`config.mk`:
```
export PLATFORM = sky130hd
export DESIGN_NAME = stable_min_time_event_queue
export DESIGN_NICKNAME = d
export VERILOG_FILES = /design/src/sv/smteq_pkg.sv /design/src/sv/stable_min_time_event_queue.sv /design/src/sv/smteq_store.sv
export SDC_FILE = /design/constraint.sdc
export NUM_CORES = 1
export LEC_CHECK = 0
export BUFFER_PORTS_ARGS = -buffer_cell sky130_fd_sc_hd__buf_4
export CORE_MARGIN = 8
export CORE_UTILIZATION = 40
export DETAILED_ROUTE_END_ITERATION = 8
export PLACE_DENSITY = 0.64
export SLEW_MARGIN = 20
export SYNTH_ARGS = -nofsm -noshare
export SYNTH_HDL_FRONTEND = slang
export SYNTH_HIERARCHICAL = 1
export SYNTH_SLANG_ARGS = --single-unit
```
`constraint.sdc`:
```
create_clock -name clk -period 12.3 [get_ports clk]
set_input_delay 0 -clock clk [delete_from_list [all_inputs] [get_ports clk]]
set_output_delay 0 -clock clk [all_outputs]
set_load 0.01 [all_outputs]
```
`src/sv/smteq_pkg.sv`:
```
package smteq_pkg;

  localparam int TIME_BITS = 32;
  localparam int KIND_FIELD_BITS = 4;

  typedef enum logic {
    CMD_ENQUEUE,
    CMD_DEQUEUE
  } command_t;

  typedef enum logic [1:0] {
    ST_OK,
    ST_NEGATIVE,
    ST_EMPTY,
    ST_FULL
  } status_t;

  typedef enum logic [1:0] {
    S_IDLE,
    S_SCAN,
    S_SHIFT
  } seq_state_t;

  typedef struct packed {
    command_t                      command;
    logic signed [TIME_BITS-1:0]   event_time;
    logic [KIND_FIELD_BITS-1:0]    event_kind;
  } in_item_t;

  typedef struct packed {
    status_t                       status;
    logic signed [TIME_BITS-1:0]   out_time;
    logic [KIND_FIELD_BITS-1:0]    out_kind;
  } out_item_t;

endpackage

```
`src/sv/stable_min_time_event_queue.sv`:
```
// Enqueue: busy stays low; the result strobes on done in the cycle after start.
// Dequeue from n held events: busy through a scan of all n
// entries through one comparator, then compaction of the entries after the
// winner, one read and one write per cycle; done strobes as busy drops.
// Empty dequeue answers like an enqueue. The receiver cannot stall results.
// Synchronous reset empties the queue; store contents are left as they are.
module stable_min_time_event_queue #(
  parameter int CAPACITY = 16,
  parameter int KIND_BITS = 4
) (
  input  logic                   clk,
  input  logic                   rst,
  input  logic                   start,
  input  smteq_pkg::in_item_t    item,
  output logic                   busy,
  output logic                   done,
  output smteq_pkg::out_item_t   result
);

  localparam int AW = $clog2(CAPACITY);
  localparam int CW = $clog2(CAPACITY + 1);
  localparam int TW = smteq_pkg::TIME_BITS;
  localparam int KF = smteq_pkg::KIND_FIELD_BITS;

  smteq_pkg::seq_state_t state, state_next;

  logic [CW-1:0]           count;
  logic [CW-1:0]           ptr;
  logic                    rvld;
  logic [AW-1:0]           ridx;
  logic [AW-1:0]           best;
  logic signed [TW-1:0]    best_time;
  logic [KIND_BITS-1:0]    best_kind;

  logic                    rd_en;
  logic [AW-1:0]           rd_addr;
  logic signed [TW-1:0]    rd_time;
  logic [KIND_BITS-1:0]    rd_kind;
  logic                    wr_en;
  logic [AW-1:0]           wr_addr;
  logic signed [TW-1:0]    wr_time;
  logic [KIND_BITS-1:0]    wr_kind;

  logic                    accept;
  logic                    is_deq;
  logic                    full;
  logic                    enq_ok;
  logic                    issue;
  logic                    scan_end;
  logic                    shift_end;
  logic                    take_new;
  logic [KIND_BITS+KF-1:0] kind_in_ext;
  logic [KIND_BITS+KF-1:0] kind_out_ext;
  logic [KIND_BITS-1:0]    kind_in;

  assign kind_in_ext  = {{KIND_BITS{1'b0}}, item.event_kind};
  assign kind_in      = kind_in_ext[KIND_BITS-1:0];
  assign kind_out_ext = {{KF{1'b0}}, best_kind};

  assign accept    = start && !busy;
  assign is_deq    = (item.command == smteq_pkg::CMD_DEQUEUE);
  assign full      = (count == CW'(CAPACITY));
  assign enq_ok    = accept && !is_deq && !item.event_time[TW-1] && !full;
  assign issue     = ((state == smteq_pkg::S_SCAN) || (state == smteq_pkg::S_SHIFT))
                     && (ptr != count);
  assign scan_end  = (state == smteq_pkg::S_SCAN) && (ptr == count) && !rvld;
  assign shift_end = (state == smteq_pkg::S_SHIFT) && (ptr == count) && !rvld;

  // shared comparator: strict less keeps the earliest entry on ties
  assign take_new  = (state == smteq_pkg::S_SCAN) && rvld
                     && ((ridx == '0) || (rd_time < best_time));

  smteq_store #(
    .DEPTH     (CAPACITY),
    .KIND_BITS (KIND_BITS)
  ) u_store (
    .clk     (clk),
    .wr_en   (wr_en),
    .wr_addr (wr_addr),
    .wr_time (wr_time),
    .wr_kind (wr_kind),
    .rd_en   (rd_en),
    .rd_addr (rd_addr),
    .rd_time (rd_time),
    .rd_kind (rd_kind)
  );

  always_comb begin
    state_next = state;
    case (state)
      smteq_pkg::S_IDLE: begin
        if (accept && is_deq && (count != '0)) state_next = smteq_pkg::S_SCAN;
      end
      smteq_pkg::S_SCAN: begin
        if (scan_end) state_next = smteq_pkg::S_SHIFT;
      end
      smteq_pkg::S_SHIFT: begin
        if (shift_end) state_next = smteq_pkg::S_IDLE;
      end
      default: state_next = smteq_pkg::S_IDLE;
    endcase
  end

  always_comb begin
    busy    = 1'b1;
    rd_en   = issue;
    rd_addr = ptr[AW-1:0];
    wr_en   = 1'b0;
    wr_addr = count[AW-1:0];
    wr_time = item.event_time;
    wr_kind = kind_in;
    case (state)
      smteq_pkg::S_IDLE: begin
        busy  = 1'b0;
        wr_en = enq_ok;
      end
      smteq_pkg::S_SCAN: begin
        wr_en = 1'b0;
      end
      smteq_pkg::S_SHIFT: begin
        // entry read last cycle moves down one slot
        wr_en   = rvld;
        wr_addr = ridx - 1'b1;
        wr_time = rd_time;
        wr_kind = rd_kind;
      end
      default: busy = 1'b1;
    endcase
  end

  always_ff @(posedge clk) begin
    if (rst) begin
      state <= smteq_pkg::S_IDLE;
      count <= '0;
      ptr   <= '0;
      rvld  <= 1'b0;
      done  <= 1'b0;
    end else begin
      state <= state_next;
      rvld  <= issue;
      done  <= 1'b0;
      if (issue) ptr <= ptr + 1'b1;

      if (accept) begin
        ptr <= '0;
        if (!is_deq) begin
          done            <= 1'b1;
          result.out_time <= '0;
          result.out_kind <= '0;
          if (item.event_time[TW-1]) begin
            result.status <= smteq_pkg::ST_NEGATIVE;
          end else if (full) begin
            result.status <= smteq_pkg::ST_FULL;
          end else begin
            result.status <= smteq_pkg::ST_OK;
            count         <= count + 1'b1;
          end
        end else if (count == '0) begin
          done            <= 1'b1;
          result.status   <= smteq_pkg::ST_EMPTY;
          result.out_time <= '0;
          result.out_kind <= '0;
        end
      end

      if (scan_end) ptr <= CW'(best) + CW'(1);

      if (shift_end) begin
        count           <= count - 1'b1;
        done            <= 1'b1;
        result.status   <= smteq_pkg::ST_OK;
        result.out_time <= best_time;
        result.out_kind <= kind_out_ext[KF-1:0];
      end
    end
  end

  always_ff @(posedge clk) begin
    ridx <= ptr[AW-1:0];
    if (take_new) begin
      best      <= ridx;
      best_time <= rd_time;
      best_kind <= rd_kind;
    end
  end

  a_count_bound: assert property (@(posedge clk) disable iff (rst)
    count <= CW'(CAPACITY))
    else $error("held count above capacity");

  a_enq_one_cycle: assert property (@(posedge clk) disable iff (rst)
    (start && !busy && item.command == smteq_pkg::CMD_ENQUEUE) |=> (done && !busy))
    else $error("enqueue result not delivered in the next cycle");

  a_deq_count: assert property (@(posedge clk) disable iff (rst)
    (done && $past(state == smteq_pkg::S_SHIFT)) |->
      (CW'(count + 1'b1) == $past(count)))
    else $error("dequeue did not remove exactly one entry");

  a_shift_past_best: assert property (@(posedge clk) disable iff (rst)
    (state == smteq_pkg::S_SHIFT) |-> (ptr > CW'(best)))
    else $error("compaction pointer at or below removed entry");

  a_empty_status: assert property (@(posedge clk) disable iff (rst)
    (done && result.status == smteq_pkg::ST_EMPTY) |-> (count == '0))
    else $error("empty status with events held");

endmodule

```
`src/sv/smteq_store.sv`:
```
module smteq_store #(
  parameter int DEPTH = 16,
  parameter int KIND_BITS = 4
) (
  input  logic                                     clk,
  input  logic                                     wr_en,
  input  logic [$clog2(DEPTH)-1:0]                 wr_addr,
  input  logic signed [smteq_pkg::TIME_BITS-1:0]   wr_time,
  input  logic [KIND_BITS-1:0]                     wr_kind,
  input  logic                                     rd_en,
  input  logic [$clog2(DEPTH)-1:0]                 rd_addr,
  output logic signed [smteq_pkg::TIME_BITS-1:0]   rd_time,
  output logic [KIND_BITS-1:0]                     rd_kind
);

  logic signed [smteq_pkg::TIME_BITS-1:0] time_mem [DEPTH];
  logic [KIND_BITS-1:0]                   kind_mem [DEPTH];

  always_ff @(posedge clk) begin
    if (wr_en) begin
      time_mem[wr_addr] <= wr_time;
      kind_mem[wr_addr] <= wr_kind;
    end
  end

  always_ff @(posedge clk) begin
    if (rd_en) begin
      rd_time <= time_mem[rd_addr];
      rd_kind <= kind_mem[rd_addr];
    end
  end

endmodule
```
Yosys cells after proc, flatten, opt, wreduce, memory -nomap -nowiden
Memory sizes are Yosys's and may differ from the RTL's. A register that Yosys moved wholly into a read port is not among the register bits.
Index checks and enable logic that the tools add are counted.
{"block": "word_totals", "reg_bits": 96, "n_memories": 2, "ramBits": 576, "in_bits": 40, "rom_bits": 0, "latchBits": 0}
{"memory": "u_store.time_mem", "depth": 16, "word_bits": 32, "read_ports": 1, "rd_ports_with_merged_regs": 1, "wr": 1, "line": "smteq_store.sv:16", "rtl": "logic signed [smteq_pkg::TIME_BITS-1:0] time_mem [DEPTH];"}
{"memory": "u_store.kind_mem", "depth": 16, "word_bits": 4, "read_ports": 1, "rd_ports_with_merged_regs": 1, "wr": 1, "line": "smteq_store.sv:17", "rtl": "logic [KIND_BITS-1:0] kind_mem [DEPTH];"}
{"block": "classes", "n_bitwise": 1, "n_reduce_logical": 28, "n_lt_le_gt_ge": 1, "n_eq_ne": 12, "shift": 0, "muxes": 29, "multipliers": 0, "add_sub_neg": 5, "div_mod_pow": 0}
{"op": "$mux 38", "n": 3}
{"op": "$mux 5", "n": 8}
{"op": "$mux 36", "n": 1}
{"op": "$lt 32x32->1", "n": 1}
{"op": "$mux 32", "n": 1}
{"op": "$logic_and 1x1->1", "n": 13}
{"op": "$add 5x1->5 const B", "n": 2}
{"op": "$mux 2", "n": 5}
{"op": "$mux 4", "n": 2}
{"op": "$ne 2x1->1 const B", "n": 4}
{"op": "$mux 1", "n": 7}
{"op": "$pmux 2 s3", "n": 1}
{"op": "$reduce_and 3->1", "n": 2}
{"op": "$add 4x1->5 const B", "n": 1}
{"op": "$eq 5x5->1", "n": 1}
{"op": "$eq 5x5->1 const B", "n": 1}
{"op": "$logic_not 5->1", "n": 1}
{"op": "$ne 5x5->1", "n": 1}
{"op": "$reduce_bool 5->1", "n": 1}
{"op": "$sub 5x1->5 const B", "n": 1}
{"op": "$logic_not 1->1", "n": 4}
{"op": "$logic_not 4->1", "n": 1}
{"op": "$ne 2x2->1 const B", "n": 2}
{"op": "$reduce_and 4->1", "n": 1}
{"op": "10 further kinds", "n": 11}

Depth between registers and ports, before layout
Gate-level depths: netlist of the first run.
{"block": "logic_depth", "ltp_word": 8, "mapped_depth": 13, "mapped_depth_nobuf": 11}

Hierarchy
Netlist of the first run, hierarchy kept.
{"mod": "smteq_store", "instances": 1, "area_per_inst_um2": 22679.3, "cells_per_inst": 938}
{"mod": "stable_min_time_event_queue", "instances": 1, "area_per_inst_um2": 4889.7, "cells_per_inst": 414}

Worst setup path after synthesis of the first run
No wires, ideal clock.
{"block": "synth_path", "kind": "register to register", "startpoint": "register state[0]", "endpoint": "memory u_store.kind_mem[0][0] (enable)", "arrival_time_ps": 4357, "slack_ps": 7469, "stages_incl_launch_ff": 8, "setup_ps": 474, "period_less_slack_ps": 4831, "path_cell_list": "dfxtp_1 inv_1 ha_1 nand2_1 a2111oi_1 a21o_1 or3b_2 nor3_1"}
{"block": "synth_between", "elab_chain_len": 8, "word_cells_on_any_way": 10, "classes_between": "eq/ne: 1; mux: 4; reduce/logical: 5"}
{"item": "from (decl)", "line": "stable_min_time_event_queue.sv:25", "rtl": "smteq_pkg::seq_state_t state, state_next;"}
{"item": "from (signal assigned)", "line": "stable_min_time_event_queue.sv:133", "rtl": "state <= smteq_pkg::S_IDLE;"}
{"item": "from (signal assigned)", "line": "stable_min_time_event_queue.sv:139", "rtl": "state <= state_next;"}
{"item": "$logic_not 2->1", "line": "stable_min_time_event_queue.sv:112", "rtl": "case (state)"}
{"item": "$logic_and 1x1->1", "line": "stable_min_time_event_queue.sv:60", "rtl": "assign accept = start && !busy;"}
{"item": "$logic_and 1x1->1 (3 in a row)", "line": "stable_min_time_event_queue.sv:63", "rtl": "assign enq_ok = accept && !is_deq && !item.event_time[TW-1] && !full;"}
{"item": "$pmux 1 s2 *", "line": "stable_min_time_event_queue.sv:112"}
{"item": "named net wr_en", "line": "stable_min_time_event_queue.sv:39", "rtl": "logic wr_en;"}
{"item": "$mux 1 *", "line": "smteq_store.sv:20", "rtl": "if (wr_en) begin"}
{"item": "$mux 1 (not written as such) *", "line": "smteq_store.sv:22", "rtl": "kind_mem[wr_addr] <= wr_kind;"}
{"item": "to (decl)", "line": "smteq_store.sv:17"}
Mark *: on every way through the listed nets, which the timed path passes. The rest lies on a longest branch.

Final worst setup path of the first run
{"block": "layout_path", "startpoint": "register state[0]", "endpoint": "register count[4]"}
{"block": "layout_between", "elab_chain_len": 5, "word_cells_on_any_way": 11, "classes_between": "eq/ne: 4; mux: 1; reduce/logical: 6"}
{"item": "$eq 2x2->1", "line": "stable_min_time_event_queue.sv:67", "rtl": "assign shift_end = (state == smteq_pkg::S_SHIFT) && (ptr == count) && !rvld;"}
{"item": "$logic_and 1x1->1 (2 in a row)", "line": "stable_min_time_event_queue.sv:67"}
{"item": "$ne 2x1->1 (no source line) / $reduce_bool 2->1 (equally long branches)"}
{"item": "$reduce_and 4->1 (no source line)"}
{"item": "to (signal assigned)", "line": "stable_min_time_event_queue.sv:156", "rtl": "count <= count + 1'b1;"}
{"item": "to (signal assigned)", "line": "stable_min_time_event_queue.sv:169", "rtl": "count <= count - 1'b1;"}
{"item": "to (decl)", "line": "stable_min_time_event_queue.sv:27", "rtl": "logic [CW-1:0] count;"}
Several ways; a longest one is shown, not always the timed one.
A chain may end at the register's enable or synchronous reset.

==> flow_summary.ini, run 1 <==
[synthesis]
synth-xor-area-share_pct = 0.477
synth_nets = 1434
ys_ff_latch = 708
muxShareOfSynthArea_pct = 13.3
seq_area_frac_synth_pct = 76.5
synthDistinctLibCells = 50
netlist_area_mm2 = 0.0276
avgSynthCellArea_um2 = 20.4
synth_top_family_by_area = multiplexers
syn_inst = 1352
yosysWarningCount = 6
synthAdderAreaFrac_pct = 1.93
yosys.area_share.simple_pct = 2.78
async_flop_share_pct = 0
synth_compound_area_share_pct = 3.32
synth-edff-count = 690
synth_ff_type = edfxtp_1

[grt]
grt_max_degree = 118
grt_pass1_vias = 13900
antenna_found_initial = 4
grt_pass1_wl_um = 89800
grt.total_usage_pct = 15.4
grt.overflow.total = 0

[route]
drtAntennaViolNets = 0
drt_pass1_iterations = 5
drt-wirelength-per-cell_um = 24.6
via_per_inst = 5.45
via_count = 13300
finalWirelength_um = 60000
route.detailed.drc = 0
first_iter_violations = 1212

[floorplan]
coreArea_mm2 = 0.0685
dieArea_mm2 = 0.0776
start_util_pct = 40.3
rows = 96
ios = 80
fp.dieH_um = 279
die_w_um = 279

[power_and_ir_drop]
p_comb_share_pct = 13.2
irDropWorstVdd_mv = 0.105
internal_power_w = 0.00422
sw_frac_of_total_pct = 23.9
power.leakage_nw = 10.2
switchingPower_w = 0.00132
p_per_area_mw_per_mm2 = 174
p_clk_share_pct = 36.1
power.total_w = 0.00555
seqPwrFrac_pct = 50.7

[min_path]
holdPathStages = 2
hold_path.class = in -> reg

[placed_design]
gp_congestion = 0.741
hpwl_um = 32900
port_buffers = 79

[critical_path]
worst_setup_path_start_kind = register
required_ps = 12770
setup.worst_path.end_class = register
r2r_cells = 15
critical_path_class = reg -> reg
crit_arrival_ps = 4640
cp_max_fo = 48

[timing]
slew_headroom_pct = 40.9
setup_viol = 0
setup_tns_ps = 0
tightest_slew_ps = 887
max_freq_mhz = 240
finalCritPeriodShare_pct = 33.9
skew_ps = 24.2
rsz0062_at_grt = no
final_hold_viol_count = 0
finalCriticalPeriod_ps = 4170
slew_violations = 0

[layout]
drive_gt1_share_pct = 26.9
final_common_cell = edfxtp_1
areaGrowthSynthToFinish_pct = 15.8
antenna_cells = 0
fillers = 5662
layout_common_cells = 690 x edfxtp_1, 144 x mux4_2, 108 x buf_4
fin_nets = 1595

[clock_tree]
cts_root_buf = clkbuf_16
cts_resized = 0
cts_tree = yes
insertion_delay_ps = 610
clkSinkCount = 708
cts_max_level = 3
path_clk_slew_ps = 60
clockBufferDepth = 3
cts_buffers = 67

[run_status]
status = finished, final reports clean

[flow_run]
drv_cap = 0
-- stage by stage --
stage / area, µm² / hold WS (ps) / util (%) / setup slack [ps] / std cells
2_1_floorplan: 27600 / 64.6 / - / 7470 / 1352
4_1_cts: 31900 / 7.25 / 46.6 / 8170 / 2443
3_5_place_dp: 29400 / 337 / 42.9 / 8390 / 2285
6_report: 31900 / 53.6 / 46.6 / 8130 / 2445
5_1_grt: 31900 / 40.9 / 46.6 / 7820 / 2445
3_3_place_gp: 29400 / 345 / 42.9 / 8480 / 2285
-- final cells by class --
class | instances | area [µm²] | area share (%)
flip-flops and latches | 708 | 21100 | 66.0
multi-input cells | 542 | 6180 | 19.4
clock buffers | 85 | 1810 | 5.66
repair buffers | 150 | 1280 | 4.00
well taps | 882 | 1100 | 3.46
clock inverters | 34 | 309 | 0.968
inverters | 44 | 165 | 0.517
-- kinds of logic (layout without fill, tap and decap cells) --
logic type | count (synthesis) | in the layout
AO/OA/AOI/OAI | 133 | 133
XOR/XNOR | 15 | 15
adder cells (fa/ha/maj) | 42 | 42
buffers and inverters | 102 | 313
flip-flops | 708 | 708
multiplexers | 183 | 183
AND/OR/NAND/NOR | 169 | 169
-- sequential cells by signal, summed over array words and instances, names as in the netlist, 5 cells and up --
register,cells
u_store/time_mem,512
u_store/kind_mem,64
result,38
best_time,32
u_store/rd_time,32
count,5
ptr,5
-- power groups by stage --
stage,clock network (W),registers [W],logic [W]
5_1_grt,0.00213,0.00282,0.000792
4_1_cts,0.00205,0.00282,0.000740
6_report,0.00200,0.00282,0.000730
2_1_floorplan,0,0.00283,0.000537
3_5_place_dp,0,0.00287,0.000727
3_3_place_gp,0,0.00287,0.000715
-- cells in the mapped netlist (4+ instances only) --
library cell  number  area (µm²)
xnor2_1           14         123
ha_1              41         513
nor2_1            67         251
a21oi_1           24         120
buf_2             18        90.1
clkbuf_1          29         109
edfxtp_1         690       20700
o21ai_0           12        60.1
mux2i_1            4        40.0
inv_1             43         161
nor3_1             7        35.0
and2_1             6        37.5
buf_6              8        90.1
mux2_2            35         394
nand4_1            4        25.0
nand2_1           52         195
dfxtp_1           18         360
mux4_2           144        3240
a22oi_1           72         541
nand3_1           10        50.1
a31oi_1            4        25.0
-- critical path, stage by stage (launching register included) --
cell and delay [ps]:
dfxtp_1 330, inv_1 90, ha_2 160, buf_4 620
nor4b_2 320, buf_4 330, inv_2 120, buf_4 290
fa_1 460, nor2b_1 130, o21a_1 140, o21ai_0 70
mux2i_1 210, xnor2_1 150, nor2_1 60, dlygate4sd3_1 570
-- worst paths after layout --
check | from | to | slack [ps]
worst min-delay path | item[0] | u_store/kind_mem[8][0] | 50
worst max register to register | state[0] | count[4] | 8130
worst min register to register | u_store/rd_kind[0] | best_kind[0] | 430
worst max-delay path | state[0] | count[4] | 8130
-- metal layers --
metal	global-route usage (%)	wire length, µm	vias up
met4	4.72	1210	8
met3	3.38	3970	70
met5	0	46	-
li1	-	-	5838
met1	21.1	26200	7019
met2	24.6	28600	402
-- repair_timing --
action                    in CTS  in global routing
buffers inserted               0                  0
hold buffers                  39                  0
hold endpoints to repair     532                  0
Power figures use the tool's default switching activity.
==> run 2: changes to the inputs <==
--- a/config.mk
+++ b/config.mk
@@ -9,7 +9,7 @@
 export CORE_MARGIN = 8
 export CORE_UTILIZATION = 40
 export DETAILED_ROUTE_END_ITERATION = 8
-export PLACE_DENSITY = 0.64
+export PLACE_DENSITY = 0.66
 export SLEW_MARGIN = 20
 export SYNTH_ARGS = -nofsm -noshare
 export SYNTH_HDL_FRONTEND = slang
==> constraint.sdc (replaced) <==
create_clock -name clk -period 3.74 [get_ports clk]
set_input_delay 0 -clock clk [delete_from_list [all_inputs] [get_ports clk]]
set_output_delay 0 -clock clk [all_outputs]
set_load 0.01 [all_outputs]
==> flow_summary.ini, run 2 (synthesized netlist as in run 1, its figures left out) <==
[power_and_ir_drop]
p_comb_share_pct = 13.5
seqPwrFrac_pct = 48.8
sw_frac_of_total_pct = 23.4
p_clk_share_pct = 37.7
internal_power_w = 0.0144
irDropWorstVdd_mv = 0.423
switchingPower_w = 0.00440
p_per_area_mw_per_mm2 = 581
power.leakage_nw = 10.4

[critical_path]
worst_setup_path_start_kind = register
crit_arrival_ps = 3500
required_ps = 4030
worstPathCellList = inv_1 > ha_1 > nand2_1 > a2111oi_1 > a21o_1 > nand3_1 > nor2_4 > buf_12
setup.worst_path.end_class = register
cpMaxStageDelayCell = a2111oi_1
cp_max_fo = 17
critical_path_class = reg -> reg
crit_path_max_incr_delay_ps = 630

[placed_design]
port_buffers = 79
place_ws_ps = 578
gp_congestion = 0.784
hpwl_um = 34700

[timing]
finalCriticalPeriod_ps = 3210
slew_headroom_pct = 25.2
slew_violations = 0
worst_slack_ps = 527
skew_ps = 19.0
finalCritPeriodShare_pct = 85.9
tightest_slew_ps = 1120
rsz0062_at_grt = no
setup_viol = 0
max_freq_mhz = 311
final_hold_viol_count = 0

[layout]
areaGrowthSynthToFinish_pct = 17.4
fin_nets = 1611
layout_common_cells = 690 x edfxtp_1, 144 x mux4_2, 111 x buf_4
largest_reg_flops = 512
drive_gt1_share_pct = 27.8
largest-register = u_store/time_mem
reg_top3 = u_store/time_mem (512), u_store/kind_mem (64), result (38)
post-route-util_pct = 47.3
final_common_cell = edfxtp_1
antenna_cells = 0

[clock_tree]
insertion_delay_ps = 600
cts_root_buf = clkbuf_16
path_clk_slew_ps = 60
cts_tree = yes
cts_resized = 0
cts_max_level = 3
clockBufferDepth = 3
cts_buffers = 72
clkSinkCount = 708

[route]
via_count = 13400
via_per_inst = 5.43
drt_pass1_iterations = 5
finalWirelength_um = 58100
route.detailed.drc = 0
drtAntennaViolNets = 0
drt-wirelength-per-cell_um = 23.6
first_iter_violations = 1229

[grt]
grt.total_usage_pct = 15.0
antenna_found_initial = 0
grt.overflow.total = 0
grt_max_degree = 149
grt_pass1_wl_um = 88800
grt_pass1_vias = 14000

[flow_run]
drv_cap = 0

[floorplan]
start_util_pct = 40.3
die_w_um = 279
dieArea_mm2 = 0.0776
rows = 96
ios = 80
fp.dieH_um = 279
coreArea_mm2 = 0.0685

[min_path]
hold_path.class = in -> reg

[run_status]
status = finished, final reports clean
run 2: cell count changes in the layout (fill, tap and decap cells not counted), sizes merged:
cell | previous run | this run
clkinv | 23 | 26
dlygate4sd3 | 39 | 35
bufinv | 4 | 9
clkbuf | 85 | 87
buf | 111 | 126
run 2: final timing paths:
check / endpoint / from / cells past startpoint / slack, ps
max: u_store/kind_mem[14][1] / state[0] / 8 / 530
max reg2reg: u_store/kind_mem[14][1] / state[0] / 8 / 530
min reg2reg: best_kind[1] / u_store/rd_kind[1] / 0 / 450
min: u_store/time_mem[3][30] / item[34] / 2 / 10
run 2: repair_timing:
action | CTS | global route
endpoints found under the hold margin | 467 | 0
hold buffers | 35 | 0
buffers inserted | 0 | 0
run 2: power by group through the flow:
stage	logic [W]	clock network, W	registers (W)
2_1_floorplan	0.00177	0	0.00931
3_3_place_gp	0.00251	0	0.00932
3_5_place_dp	0.00254	0	0.00933
4_1_cts	0.00258	0.00725	0.00916
5_1_grt	0.00276	0.00759	0.00918
6_report	0.00254	0.00709	0.00916
run 2: through the flow:
step | std cells | power (W) | hold WS, ps | area, µm² | TNS, ps
finish | 2466 | 0.0188 | 10.7 | 32400 | 0
global route | 2466 | 0.0195 | 40.0 | 32400 | 0
CTS | 2466 | 0.0190 | 1.86 | 32400 | 0
detailed placement | 2302 | 0.0119 | 321 | 29700 | 0
global placement | 2302 | 0.0118 | 319 | 29700 | 0
floorplan | 1352 | 0.0111 | 64.6 | 27600 | -33130
run 2: layout make-up:
type | count | area (µm²)
multi-input cells | 542 | 6200
well taps | 882 | 1100
inverters | 44 | 165
fillers | 5594 | 36100
flip-flops and latches | 708 | 21100
clock buffers | 87 | 1880
clock inverters | 42 | 438
repair buffers | 161 | 1480
run 2: worst max-delay path, delay by kind of cell (launching register included):
family | cells | cell delay [ps]
AOI/OAI and AO/OA | 2 | 910
DFF | 1 | 320
and+or+nand+nor | 3 | 1070
adders and majority gates | 1 | 240
buffers and inverters | 2 | 330
run 2: metal layers:
layer / GRT usage, % / up-vias / wire length [µm]
met4: 4.30 / 0 / 1050
li1: - / 5877 / -
met5: 0 / - / 0
met3: 2.78 / 73 / 3670
met2: 23.8 / 458 / 28200
met1: 21.2 / 6986 / 25200
